## src/hdl/bpv_pkg.sv

```systemverilog
// bpv_pkg: types, constants and helpers for the bone pyramid vertex generator.
// Used by bpv_norm, bpv_serial and bone_pyramid_vertex_generator; no dependencies.
`default_nettype none

package bpv_pkg;

	localparam int SQRT_STEPS = 32;
	localparam int DIV_STEPS  = 31;

	localparam logic [32:0] MIN_LEN           = 33'd7;
	localparam logic [31:0] UP_LIMIT          = 32'd1063004406;
	localparam logic [34:0] MIN_WIDTH         = 35'd131;
	localparam logic [16:0] WIDTH_SCALE_RESET = 17'd3277;
	localparam logic [30:0] ONE_Q30           = 31'h4000_0000;

	localparam logic [2:0] CORNER_TIP  = 3'd0;
	localparam logic [2:0] CORNER_POSU = 3'd1;
	localparam logic [2:0] CORNER_POSV = 3'd2;
	localparam logic [2:0] CORNER_NEGU = 3'd3;
	localparam logic [2:0] CORNER_NEGV = 3'd4;

	typedef logic signed [31:0] coord_t;
	typedef coord_t [2:0] vec3_t;
	typedef logic [2:0][31:0] mag3_t;

	typedef struct packed {
		coord_t     parent_x;
		coord_t     parent_y;
		coord_t     parent_z;
		coord_t     child_x;
		coord_t     child_y;
		coord_t     child_z;
		logic [7:0] parent_bone;
	} in_item_t;

	typedef struct packed {
		logic [2:0] corner;
		coord_t     vert_x;
		coord_t     vert_y;
		coord_t     vert_z;
		logic [7:0] owner_bone;
		logic       last;
	} out_item_t;

	// Side data that rides along the normalize pipelines.
	typedef struct packed {
		vec3_t       p;
		vec3_t       c;
		logic [7:0]  bone;
		logic        sh;
		vec3_t       dir;
		vec3_t       u;
		logic [32:0] len;
		logic [34:0] wid;
		logic        keep;
	} ctx_t;

	// Five finished vertices of one bone.
	typedef struct packed {
		coord_t [4:0][2:0] v;
		logic [7:0]        bone;
		logic              keep;
	} pyr_t;

	function automatic coord_t sat32(input logic signed [37:0] x);
		coord_t r;
		if (x > 38'sd2147483647) begin
			r = 32'sh7fff_ffff;
		end else if (x < -38'sd2147483648) begin
			r = 32'sh8000_0000;
		end else begin
			r = x[31:0];
		end
		return r;
	endfunction

endpackage

`default_nettype wire

```

## src/hdl/bpv_serial.sv

```systemverilog
// bpv_serial: output stage; holds one bone's five vertices and sends them
// one transfer per cycle while out_ready is high. Depends on bpv_pkg.
`default_nettype none

module bpv_serial (
	input  logic                clk,
	input  logic                arst_n,
	input  logic                in_v,
	input  bpv_pkg::pyr_t       in_pyr,
	output logic                in_rdy,
	output logic                out_valid,
	input  logic                out_ready,
	output bpv_pkg::out_item_t  out_data
);
	import bpv_pkg::*;

	logic       full_q;
	logic [2:0] cnt_q;
	pyr_t       pyr_q;
	logic       done;
	logic       take;
	logic [2:0] sel;

	assign done   = full_q && out_ready && (cnt_q == CORNER_NEGV);
	assign in_rdy = !full_q || done;
	assign take   = in_v && in_rdy;

	always_ff @(posedge clk or negedge arst_n) begin
		if (!arst_n) begin
			full_q <= 1'b0;
			cnt_q  <= CORNER_TIP;
		end else if (take) begin
			full_q <= in_pyr.keep;
			cnt_q  <= CORNER_TIP;
		end else if (done) begin
			full_q <= 1'b0;
			cnt_q  <= CORNER_TIP;
		end else if (full_q && out_ready) begin
			cnt_q <= cnt_q + 3'd1;
		end
	end

	always_ff @(posedge clk) begin
		if (take) begin
			pyr_q <= in_pyr;
		end
	end

	always_comb begin
		case (cnt_q)
			CORNER_TIP:  sel = 3'd0;
			CORNER_POSU: sel = 3'd1;
			CORNER_POSV: sel = 3'd2;
			CORNER_NEGU: sel = 3'd3;
			default:     sel = 3'd4;
		endcase
		out_data.corner     = cnt_q;
		out_data.vert_x     = pyr_q.v[sel][0];
		out_data.vert_y     = pyr_q.v[sel][1];
		out_data.vert_z     = pyr_q.v[sel][2];
		out_data.owner_bone = pyr_q.bone;
		out_data.last       = (cnt_q == CORNER_NEGV);
	end

	assign out_valid = full_q;

`ifndef NO_ASSERTIONS
	a_corner_range: assert property (@(posedge clk) disable iff (!arst_n)
		out_valid |-> (cnt_q <= CORNER_NEGV))
		else $error("corner counter out of range");

	a_corner_step: assert property (@(posedge clk) disable iff (!arst_n)
		(out_valid && out_ready && !out_data.last)
		|=> (out_valid && out_data.corner == $past(out_data.corner) + 3'd1))
		else $error("vertex sequence broken inside a pyramid");

	a_new_at_tip: assert property (@(posedge clk) disable iff (!arst_n)
		(out_valid && out_ready && out_data.last && out_valid) |=>
		(!out_valid || out_data.corner == CORNER_TIP))
		else $error("new pyramid does not start at the tip");
`endif

endmodule

`default_nettype wire

```

## config.mk

```make
export PLATFORM = sky130hd
export DESIGN_NAME = bpv_serial
export DESIGN_NICKNAME = d
export VERILOG_FILES = /design/src/hdl/bpv_pkg.sv /design/src/hdl/bpv_serial.sv
export SDC_FILE = /design/constraint.sdc
export NUM_CORES = 1
export LEC_CHECK = 0
export ABC_AREA = 1
export BUFFER_PORTS_ARGS = -buffer_cell sky130_fd_sc_hd__buf_4
export CAP_MARGIN = 30
export CORE_UTILIZATION = 35
export DETAILED_ROUTE_END_ITERATION = 8
export SLEW_MARGIN = 20
export SYNTH_ARGS = -nofsm -noshare
export SYNTH_HDL_FRONTEND = slang
export SYNTH_SLANG_ARGS = --single-unit
```

## constraint.sdc

```tcl
create_clock -name clk -period 34.7 [get_ports clk]
set_input_delay 5.205 -clock clk [delete_from_list [all_inputs] [get_ports clk]]
set_output_delay 5.205 -clock clk [all_outputs]
set_load 0.02 [all_outputs]
```

# After elaboration in Yosys (flattened, before gate mapping)
# Index checks and enable logic that the tools add are counted.
[totals]
ff_bits = 492
input_bits = 493
[classes]
n_reduce_logical = 8
n_eq_ne = 4
add_sub_neg = 1
n_lt_le_gt_ge = 1
mux = 8
[ops]
columns = ["op", "count"]
rows = [
  ["96-bit binary-select mux with 3-bit select", 1],
  ["96-bit 2-to-1 mux", 1],
  ["3-bit one-hot mux with 4 select lines", 1],
  ["3-bit 2-to-1 mux", 3],
  ["3-bit by 2-bit == test with 1-bit output, second input constant", 2],
  ["3-bit by 4-bit < comparator with 1-bit output, second input constant", 1],
  ["3-bit by 1-bit adder with 3-bit output, second input constant", 1],
  ["3-bit by 1-bit == test with 1-bit output, second input constant", 1],
  ["3-bit == test, second input constant", 1],
  ["1-bit logical AND", 3],
  ["3-bit logical NOT", 1],
  ["3-bit nonzero test", 1],
  ["1-bit 2-to-1 mux", 2],
  ["2-bit nonzero test", 1],
  ["1-bit logical NOT", 1],
  ["1-bit logical OR", 1],
]

# Logic depth before layout (Yosys ltp)
# Gate-level depths: netlist of the first run.
[logic_depth]
word_depth = 5
mapped_depth = 13
depth_no_buf = 9

# Least setup slack after synthesis of the first run
# Ideal clock, no wire load.
[synth_path]
kind = "input -> register"
startpoint = "input out_ready"
endpoint = "register pyr_q (netlist bit out_data[1]), enable pin"
path_buffers = 0
required_time_ps = 33196
path_stages = 4
t_arrival_ps = 28691
setup_ps = 1504
path_slack_ps = 4505
path_cell_list = "nand2_1 > inv_1 > nand2_1 > a21oi_1"
[synth_between]
elab_chain_cells = 4
[synth_lines]
columns = ["item", "line", "source"]
rows = [
  ["start, declared", "bpv_serial.sv:12", "input logic out_ready,"],
  ["1-bit logical AND (2 in series)", "bpv_serial.sv:24", "assign done = full_q && out_ready && (cnt_q == CORNER_NEGV);"],
  ["1-bit logical OR", "bpv_serial.sv:25", "assign in_rdy = !full_q || done;"],
  ["1-bit logical AND", "bpv_serial.sv:26", "assign take = in_v && in_rdy;"],
  ["net take", "bpv_serial.sv:21", "logic take;"],
  ["end signal, assigned", "bpv_serial.sv:45", "pyr_q <= in_pyr;"],
  ["end, declared", "bpv_serial.sv:19", "pyr_t pyr_q;"],
]
# The timed path passes the listed nets, and every way through them passes these cells.
# A chain may end at the register's enable or synchronous reset.

# Worst setup path in the final report of the first run
[layout_path]
startpoint = "input out_ready"
endpoint = "output in_rdy"
[layout_between]
elab_chain_cells = 3
[layout_lines]
columns = ["item", "line", "source"]
rows = [
  ["1-bit logical AND (2 in series)", "bpv_serial.sv:24", ""],
  ["1-bit logical OR", "bpv_serial.sv:25", ""],
  ["end, declared", "bpv_serial.sv:10", "output logic in_rdy,"],
]
# Every way passes these cells.

==> reports/qor.json, run 1 <==
{
  "routabilityCongestion": 0.889,
  "post-route-period-util_pct": 31.8,
  "clock-sinks": 492,
  "crit_chain": "buf_4 > nand2_1 > inv_1 > nand2_1 > nand2_1 > buf_4",
  "synth_cells": 1496,
  "fp.dieArea_um2": 55900,
  "power_switching_share_pct": 40.5,
  "yosysUniqueCellTypes": 21,
  "final.setup_skew_ns": 0.0196,
  "report.power.total_uw": 2440,
  "critical_path_slowest_stage_cell": "buf_4",
  "power.share.combinational_pct": 44.4,
  "average_detailed_routed_wire_length_per_instance_um": 21.1,
  "critPathLaunchType": "primary input",
  "seqPwrFrac_pct": 32.7,
  "yosys.area.top_type": "edfxtp_1",
  "vdd_drop_max_v": 0.0000920,
  "final_antenna_net_count": 0,
  "final.fill_count": 4861,
  "fp.dieH_um": 236,
  "top_post_synthesis_cells_by_area": "edfxtp_1, nand3_1, nand2_1, buf_2, buf_4",
  "postSynthNetCount": 1994,
  "synthesis.area_um2": 19200,
  "syn_area_per_cell_um2": 12.9,
  "switching_power_total_uw": 985,
  "antenna_found_initial": 4,
  "critPathMostFrequentCell": "nand2_1",
  "grtUsageTotal_pct": 20.7,
  "ctsHoldBuffers": 0,
  "post-route-drc-count": 0,
  "slowest_delay_ns": 0.17,
  "rsz0062_at_grt": "no",
  "ioPinCount": 603,
  "max_fanout_on_critical_path": 3,
  "crit_required_ns": 29.49,
  "core-area_um2": 54000,
  "finish.net_count": 2564,
  "intPower_uw": 1450,
  "yosys_warnings": 0,
  "grt_max_degree": 172,
  "yosysMostFrequentCell": "nand2_1",
  "global_route.overflow_total": 0,
  "synthDominantCellAreaShare_pct": 76.2,
  "postSynth.topFlopCell": "edfxtp_1",
  "crit_buf_inv": 3,
  "netlist_top_cells_count": "nand2_1, edfxtp_1, nand3_1, buf_2, clkbuf_1",
  "maxCapViolations": 0,
  "tritoncts": "yes",
  "cts_resized": 0,
  "yosysSeqAreaShare_pct": 76.7,
  "synth_async_sr_flop_share_pct": 0.813,
  "clock_tree.root_cell": "clkbuf_16",
  "detailedRoute.firstIterationViolations": 969,
  "power.density_cell_area_nw_per_um2": 93.6,
  "cts_setup_buffers": 0,
  "power_leakage_uw": 0.0105,
  "finalSetupViolations": 0,
  "cts_max_level": 2,
  "path_clk_slew_ns": 0.06,
  "clock_power_share_pct": 22.9,
  "whs_ns": 0.663,
  "fin_setup_tns_ns": 0,
  "floorplan.initialDensity_pct": 35.6,
  "cts-root-to-sink-buffers": 3,
  "drt_pass1_iterations": 5,
  "clk-insertion-delay-late_ns": 0.58,
  "critical_path_arrival_ns": 5.82,
  "cp-end-kind": "output pin",
  "dp.final_hpwl_mm": 40.2,
  "path_delay_family": "buffers and inverters",
  "cts_made_buffers": 52,
  "postSynthRegisterBits": 492,
  "timing_worst_slew_pin_value_ns": 1.11,
  "headroom_to_the_max_slew_limit_pct": 26.2,
  "hold_class": "flip-flop to flip-flop",
  "timing.final.max_slew_violations": 0,
  "drive_above_1_share_pct": 33.1,
  "die_x_um": 236,
  "criticalPathCategory": "primary input to output pin",
  "timing.fmax_ghz": 0.0907,
  "synth-edff-count": 488,
  "number_of_global_route_vias_before_repair": 13900,
  "route.final.wire_length_mm": 59.3,
  "place.port_buffers": 602,
  "final_hold_viol_count": 0,
  "num_vias": 13800,
  "final_period_minus_worst_setup_slack_ns": 11.02,
  "vias_per_cell": 4.90,
  "run_status": "finished, final reports clean",
  "number_of_rows_created_at_floorplan": 85,
  "grt_pass1_wl_mm": 86.6,
  "synthToLayoutAreaGrowth_pct": 35.3
}
[power groups by stage]
stage	combinational [uW]	sequential (uW)	clock, uW
floorplan	648	902	0
finish	1080	795	558
global placement	1090	807	0
detailed placement	1090	809	0
global route	1170	802	594
CTS	1090	797	573
[layer usage]
metal | global-route usage (%) | up-vias | wire (um)
li1 | - | 6466 | -
met1 | 25.5 | 6686 | 23200
met2 | 35.1 | 534 | 29800
met3 | 6.48 | 68 | 5210
met4 | 5.18 | 6 | 1060
met5 | 0 | - | 41
[state kept, by name (all words and copies together), names as in the netlist]
signal     cells
pyr_q        480
out_data       8
cnt_q          3
out_valid      1
[layout make-up]
type                    count  area, um2  area share (%)
inverters                  11       46.3           0.178
diodes                      1       2.50         0.00962
repair buffers            617       4700            18.1
clock buffers              69       1410            5.41
clock inverters            28        293            1.13
flip-flops and latches    492      14800            56.7
multi-input cells         892       3940            15.1
well taps                 696        871            3.35
[placed cells by master, fill, tap and decap left out, drive strengths merged]
cell      Yosys  routed
a21oi         1       1
buf          74     617
bufinv        0       6
clkbuf       27      69
clkinv        0      21
clkinvlp      0       1
dfrtp         4       4
diode         0       1
edfxtp      488     488
ha            5       5
inv          11      11
nand2       495     495
nand3       383     383
nor2          3       3
o21ai         4       4
o22ai         1       1
[worst min-delay path, stage by stage (launching register included)]
cell and delay, ns:
dfrtp_1 0.46, nand2_1 0.11, nand2_1 0.06
[path summary, 6_finish.rpt]
| kind | startpoint | to | slack [ns] | cells past startpoint |
|---|---|---|---|---|
| setup / recovery | out_ready | in_rdy | 23.68 | 6 |
| hold / removal | out_valid$_DFFE_PN0P_ | out_valid$_DFFE_PN0P_ | 0.66 | 2 |
| setup reg to reg | cnt_q[0]$_DFFE_PN0P_ | pyr_q[127]$_DFFE_PP_ | 31.01 | 9 |
| hold reg to reg | out_valid$_DFFE_PN0P_ | out_valid$_DFFE_PN0P_ | 0.66 | 2 |
| max in group asynchronous | arst_n | cnt_q[0]$_DFFE_PN0P_ | 30.14 | 1 |
| min in group asynchronous | arst_n | out_valid$_DFFE_PN0P_ | 4.42 | 1 |
[stage by stage]
step	utilization, %	instances	cell area (um2)	setup WS, ns
2_1_floorplan	-	1496	19200	4.50
3_3_place_gp	44.9	2706	24300	23.67
3_5_place_dp	44.9	2706	24300	23.68
4_1_cts	48.0	2803	26000	23.67
5_1_grt	48.2	2806	26000	23.58
6_report	48.2	2806	26000	23.68
[logic make-up (layout without fill, tap and decap cells)]
kind of cell | after synthesis | in the layout | synth area share (%)
fa+ha+maj | 5 | 5 | 0.325
buf+inv | 112 | 725 | 2.97
compound gates | 6 | 6 | 0.163
other cells | 0 | 1 | 0
simple gates | 881 | 881 | 19.8
flops | 492 | 492 | 76.7
Note: power is estimated with default switching activity, not from simulation.
==> inputs of run 2 (changes only) <==
==> constraint.sdc (replaced) <==
create_clock -name clk -period 9 [get_ports clk]
set_input_delay 1.35 -clock clk [delete_from_list [all_inputs] [get_ports clk]]
set_output_delay 1.35 -clock clk [all_outputs]
set_load 0.02 [all_outputs]
==> reports/qor.json, run 2 (synthesis results as in run 1) <==
{
  "met1_length": {"value": 22.8, "unit": "mm", "change": "-1.7%"},
  "regMostFlops": "pyr_q",
  "cts-root-to-sink-buffers": {"value": 3, "change": "unchanged"},
  "global_route.overflow_total": {"value": 0, "change": "unchanged"},
  "finalSetupViolations": {"value": 0, "change": "unchanged"},
  "vias_per_cell": {"value": 4.91, "change": "about the same"},
  "regToRegEndpoint": "pyr_q[215]$_DFFE_PP_",
  "critPathMostFrequentCell": "buf_4",
  "final_period_minus_worst_setup_slack_ns": 6.61,
  "critical_path_slowest_stage_cell": "dfrtp_4",
  "timing_worst_slew_pin_value": {"value": 1.19, "unit": "ns", "change": "+0.0816 ns"},
  "number_of_rows_created_at_floorplan": {"value": 85, "change": "unchanged"},
  "num_vias": {"value": 13800, "change": "+0.14%"},
  "clock-sinks": {"value": 492, "change": "unchanged"},
  "vdd_drop_max": {"value": 0.000246, "unit": "V", "change": "+170%"},
  "timing.final.max_slew_violations": {"value": 0, "change": "unchanged"},
  "path_delay_family": "buffers and inverters",
  "run_status": "finished, final reports clean",
  "grtUsageTotal": {"value": 20.6, "unit": "%", "change": "-0.11 points"},
  "fin_setup_tns": {"value": 0, "unit": "ns", "change": "unchanged"},
  "fin_cells": {"value": 2809, "change": "+0.11%"},
  "place.port_buffers": {"value": 602, "change": "unchanged"},
  "whs": {"value": 0.550, "unit": "ns", "change": "-0.113 ns"},
  "grt_max_degree": {"value": 193, "change": "+12%"},
  "hold_class": "primary input to async pin",
  "synthToLayoutAreaGrowth_pct": 34.9,
  "floorplan.initialDensity": {"value": 35.6, "unit": "%", "change": "unchanged"},
  "slowest_delay": {"value": 0.93, "unit": "ns", "change": "+0.76 ns"},
  "fp.dieH": {"value": 236, "unit": "um", "change": "unchanged"},
  "cts_made_buffers": {"value": 54, "change": "+3.8%"},
  "dp.final_hpwl": {"value": 40.6, "unit": "mm", "change": "+1.0%"},
  "met2RoutedLength": {"value": 29.7, "unit": "mm", "change": "-0.50%"},
  "average_detailed_routed_wire_length_per_instance": {"value": 21.1, "unit": "um", "change": "-0.25%"},
  "power_leakage": {"value": 0.0104, "unit": "uW", "change": "-0.45%"},
  "timing.fmax_ghz": 0.151,
  "placed_cells": {"value": 2707, "change": "+0.037%"},
  "core-area": {"value": 54000, "unit": "um2", "change": "unchanged"},
  "finish.net_count": {"value": 2567, "change": "+0.12%"},
  "cp-end-kind": "output pin",
  "die_x": {"value": 236, "unit": "um", "change": "unchanged"},
  "final_antenna_net_count": {"value": 0, "change": "unchanged"},
  "headroom_to_the_max_slew_limit": {"value": 20.8, "unit": "%", "change": "-5.4 points"},
  "final_hold_viol_count": {"value": 0, "change": "unchanged"},
  "critPathLaunchType": "flip-flop",
  "crit_chain": "inv_2 > ha_1 > nand2_2 > nand2_4 > inv_4 > nand2_4 > nor2_4 > buf_4 > buf_4 > nand2_1 > nand2_1 > buf_4",
  "max_fanout_on_critical_path": {"value": 59, "change": "+56"},
  "crit_buf_inv": {"value": 5, "change": "+2"},
  "maxCapViolations": {"value": 0, "change": "unchanged"},
  "ioPinCount": {"value": 603, "change": "unchanged"},
  "power.density_cell_area": {"value": 357, "unit": "nW/um2", "change": "+280%"},
  "largest_register_ff_count": {"value": 480, "change": "unchanged"},
  "fp.dieArea": {"value": 55900, "unit": "um2", "change": "unchanged"},
  "timing.reg2reg.setup_slack": {"value": 5.23, "unit": "ns", "change": "-25.78 ns"},
  "detailedRoute.firstIterationViolations": {"value": 889, "change": "-8.3%"},
  "ctsHoldBuffers": {"value": 0, "change": "unchanged"},
  "crit_required": {"value": 7.65, "unit": "ns", "change": "-21.84 ns"},
  "final.setup_skew": {"value": 0.0240, "unit": "ns", "change": "+0.00442 ns"},
  "post-route-period-util_pct": 73.4,
  "rsz0062_at_grt": "no",
  "route.met3.wl": {"value": 5.56, "unit": "mm", "change": "+6.7%"},
  "criticalPathCategory": "flip-flop to output pin",
  "cts_resized": {"value": 0, "change": "unchanged"},
  "clock_tree.root_cell": "clkbuf_16",
  "rr_startpoint": "cnt_q[0]$_DFFE_PN0P_",
  "critical_path_arrival": {"value": 5.26, "unit": "ns", "change": "-0.56 ns"},
  "post-route-drc-count": {"value": 0, "change": "unchanged"},
  "drive_above_1_share": {"value": 33.2, "unit": "%", "change": "about the same"},
  "mostFrequentLayoutCell": "buf_4",
  "rr_worst_depth": {"value": 9, "change": "unchanged"},
  "top_layer_used": "met5",
  "path_clk_slew": {"value": 0.06, "unit": "ns", "change": "about the same"},
  "tritoncts": "yes",
  "final.fill_count": {"value": 4946, "change": "+1.7%"},
  "routabilityCongestion": {"value": 0.864, "change": "-2.9%"},
  "number_of_global_route_vias_before_repair": {"value": 13800, "change": "-0.44%"},
  "antenna_found_initial": {"value": 10, "change": "+6"},
  "startpoint": "cnt_q[0]$_DFFE_PN0P_",
  "grt_pass1_wl": {"value": 85.6, "unit": "mm", "change": "-1.2%"},
  "cts_setup_buffers": {"value": 0, "change": "unchanged"},
  "clk-insertion-delay-late": {"value": 0.59, "unit": "ns", "change": "about the same"},
  "cts_max_level": {"value": 2, "change": "unchanged"},
  "most-common-layout-cells": "buf_4, nand2_1, edfxtp_1, nand3_1, clkbuf_16",
  "route.final.wire_length": {"value": 59.2, "unit": "mm", "change": "-0.14%"},
  "drt_pass1_iterations": {"value": 5, "change": "unchanged"}
}
[run 2: power breakdown]
| part | internal (uW) | leakage (uW) | switching, uW |
|---|---|---|---|
| combinational | 1390 | 0.00519 | 2760 |
| clock | 1140 | 0.000769 | 884 |
| sequential | 2940 | 0.00448 | 139 |
[run 2: metal layers]
layer,GRT usage (%),vias up
li1,-,6465
met1,24.7,6652
met2,35.3,556
met3,6.86,90
met4,5.16,16
met5,0,-
[run 2: layout make-up]
class	instances	area, um2	area share (%)
antenna	2	5.00	0.0193
timing repair buffer	618	4700	18.1
multi-input combinational	892	3960	15.3
inverter	11	46.3	0.178
tap	696	871	3.36
clock buffer	66	1420	5.46
clock inverter	32	179	0.690
sequential	492	14800	56.9
[run 2: how the worst max path moves through the flow]
stage | end | cells after the start
floorplan | out_data[1]$_DFFE_PP_ | 4
finish | out_data[48] | 12
detailed placement | out_data[48] | 12
global route | out_data[48] | 12
CTS | out_data[48] | 12
global placement | out_data[93] | 12
[run 2: metrics by stage]
step | power, uW | worst slack (ns) | area [um2] | util, %
3_5_place_dp | 7330 | 2.96 | 24300 | 44.9
6_report | 9260 | 2.39 | 25900 | 48.0
4_1_cts | 9370 | 2.31 | 25900 | 47.9
3_3_place_gp | 7310 | 3.06 | 24300 | 44.9
5_1_grt | 9760 | 1.99 | 25900 | 48.0
2_1_floorplan | 5680 | -0.946 | 19300 | -
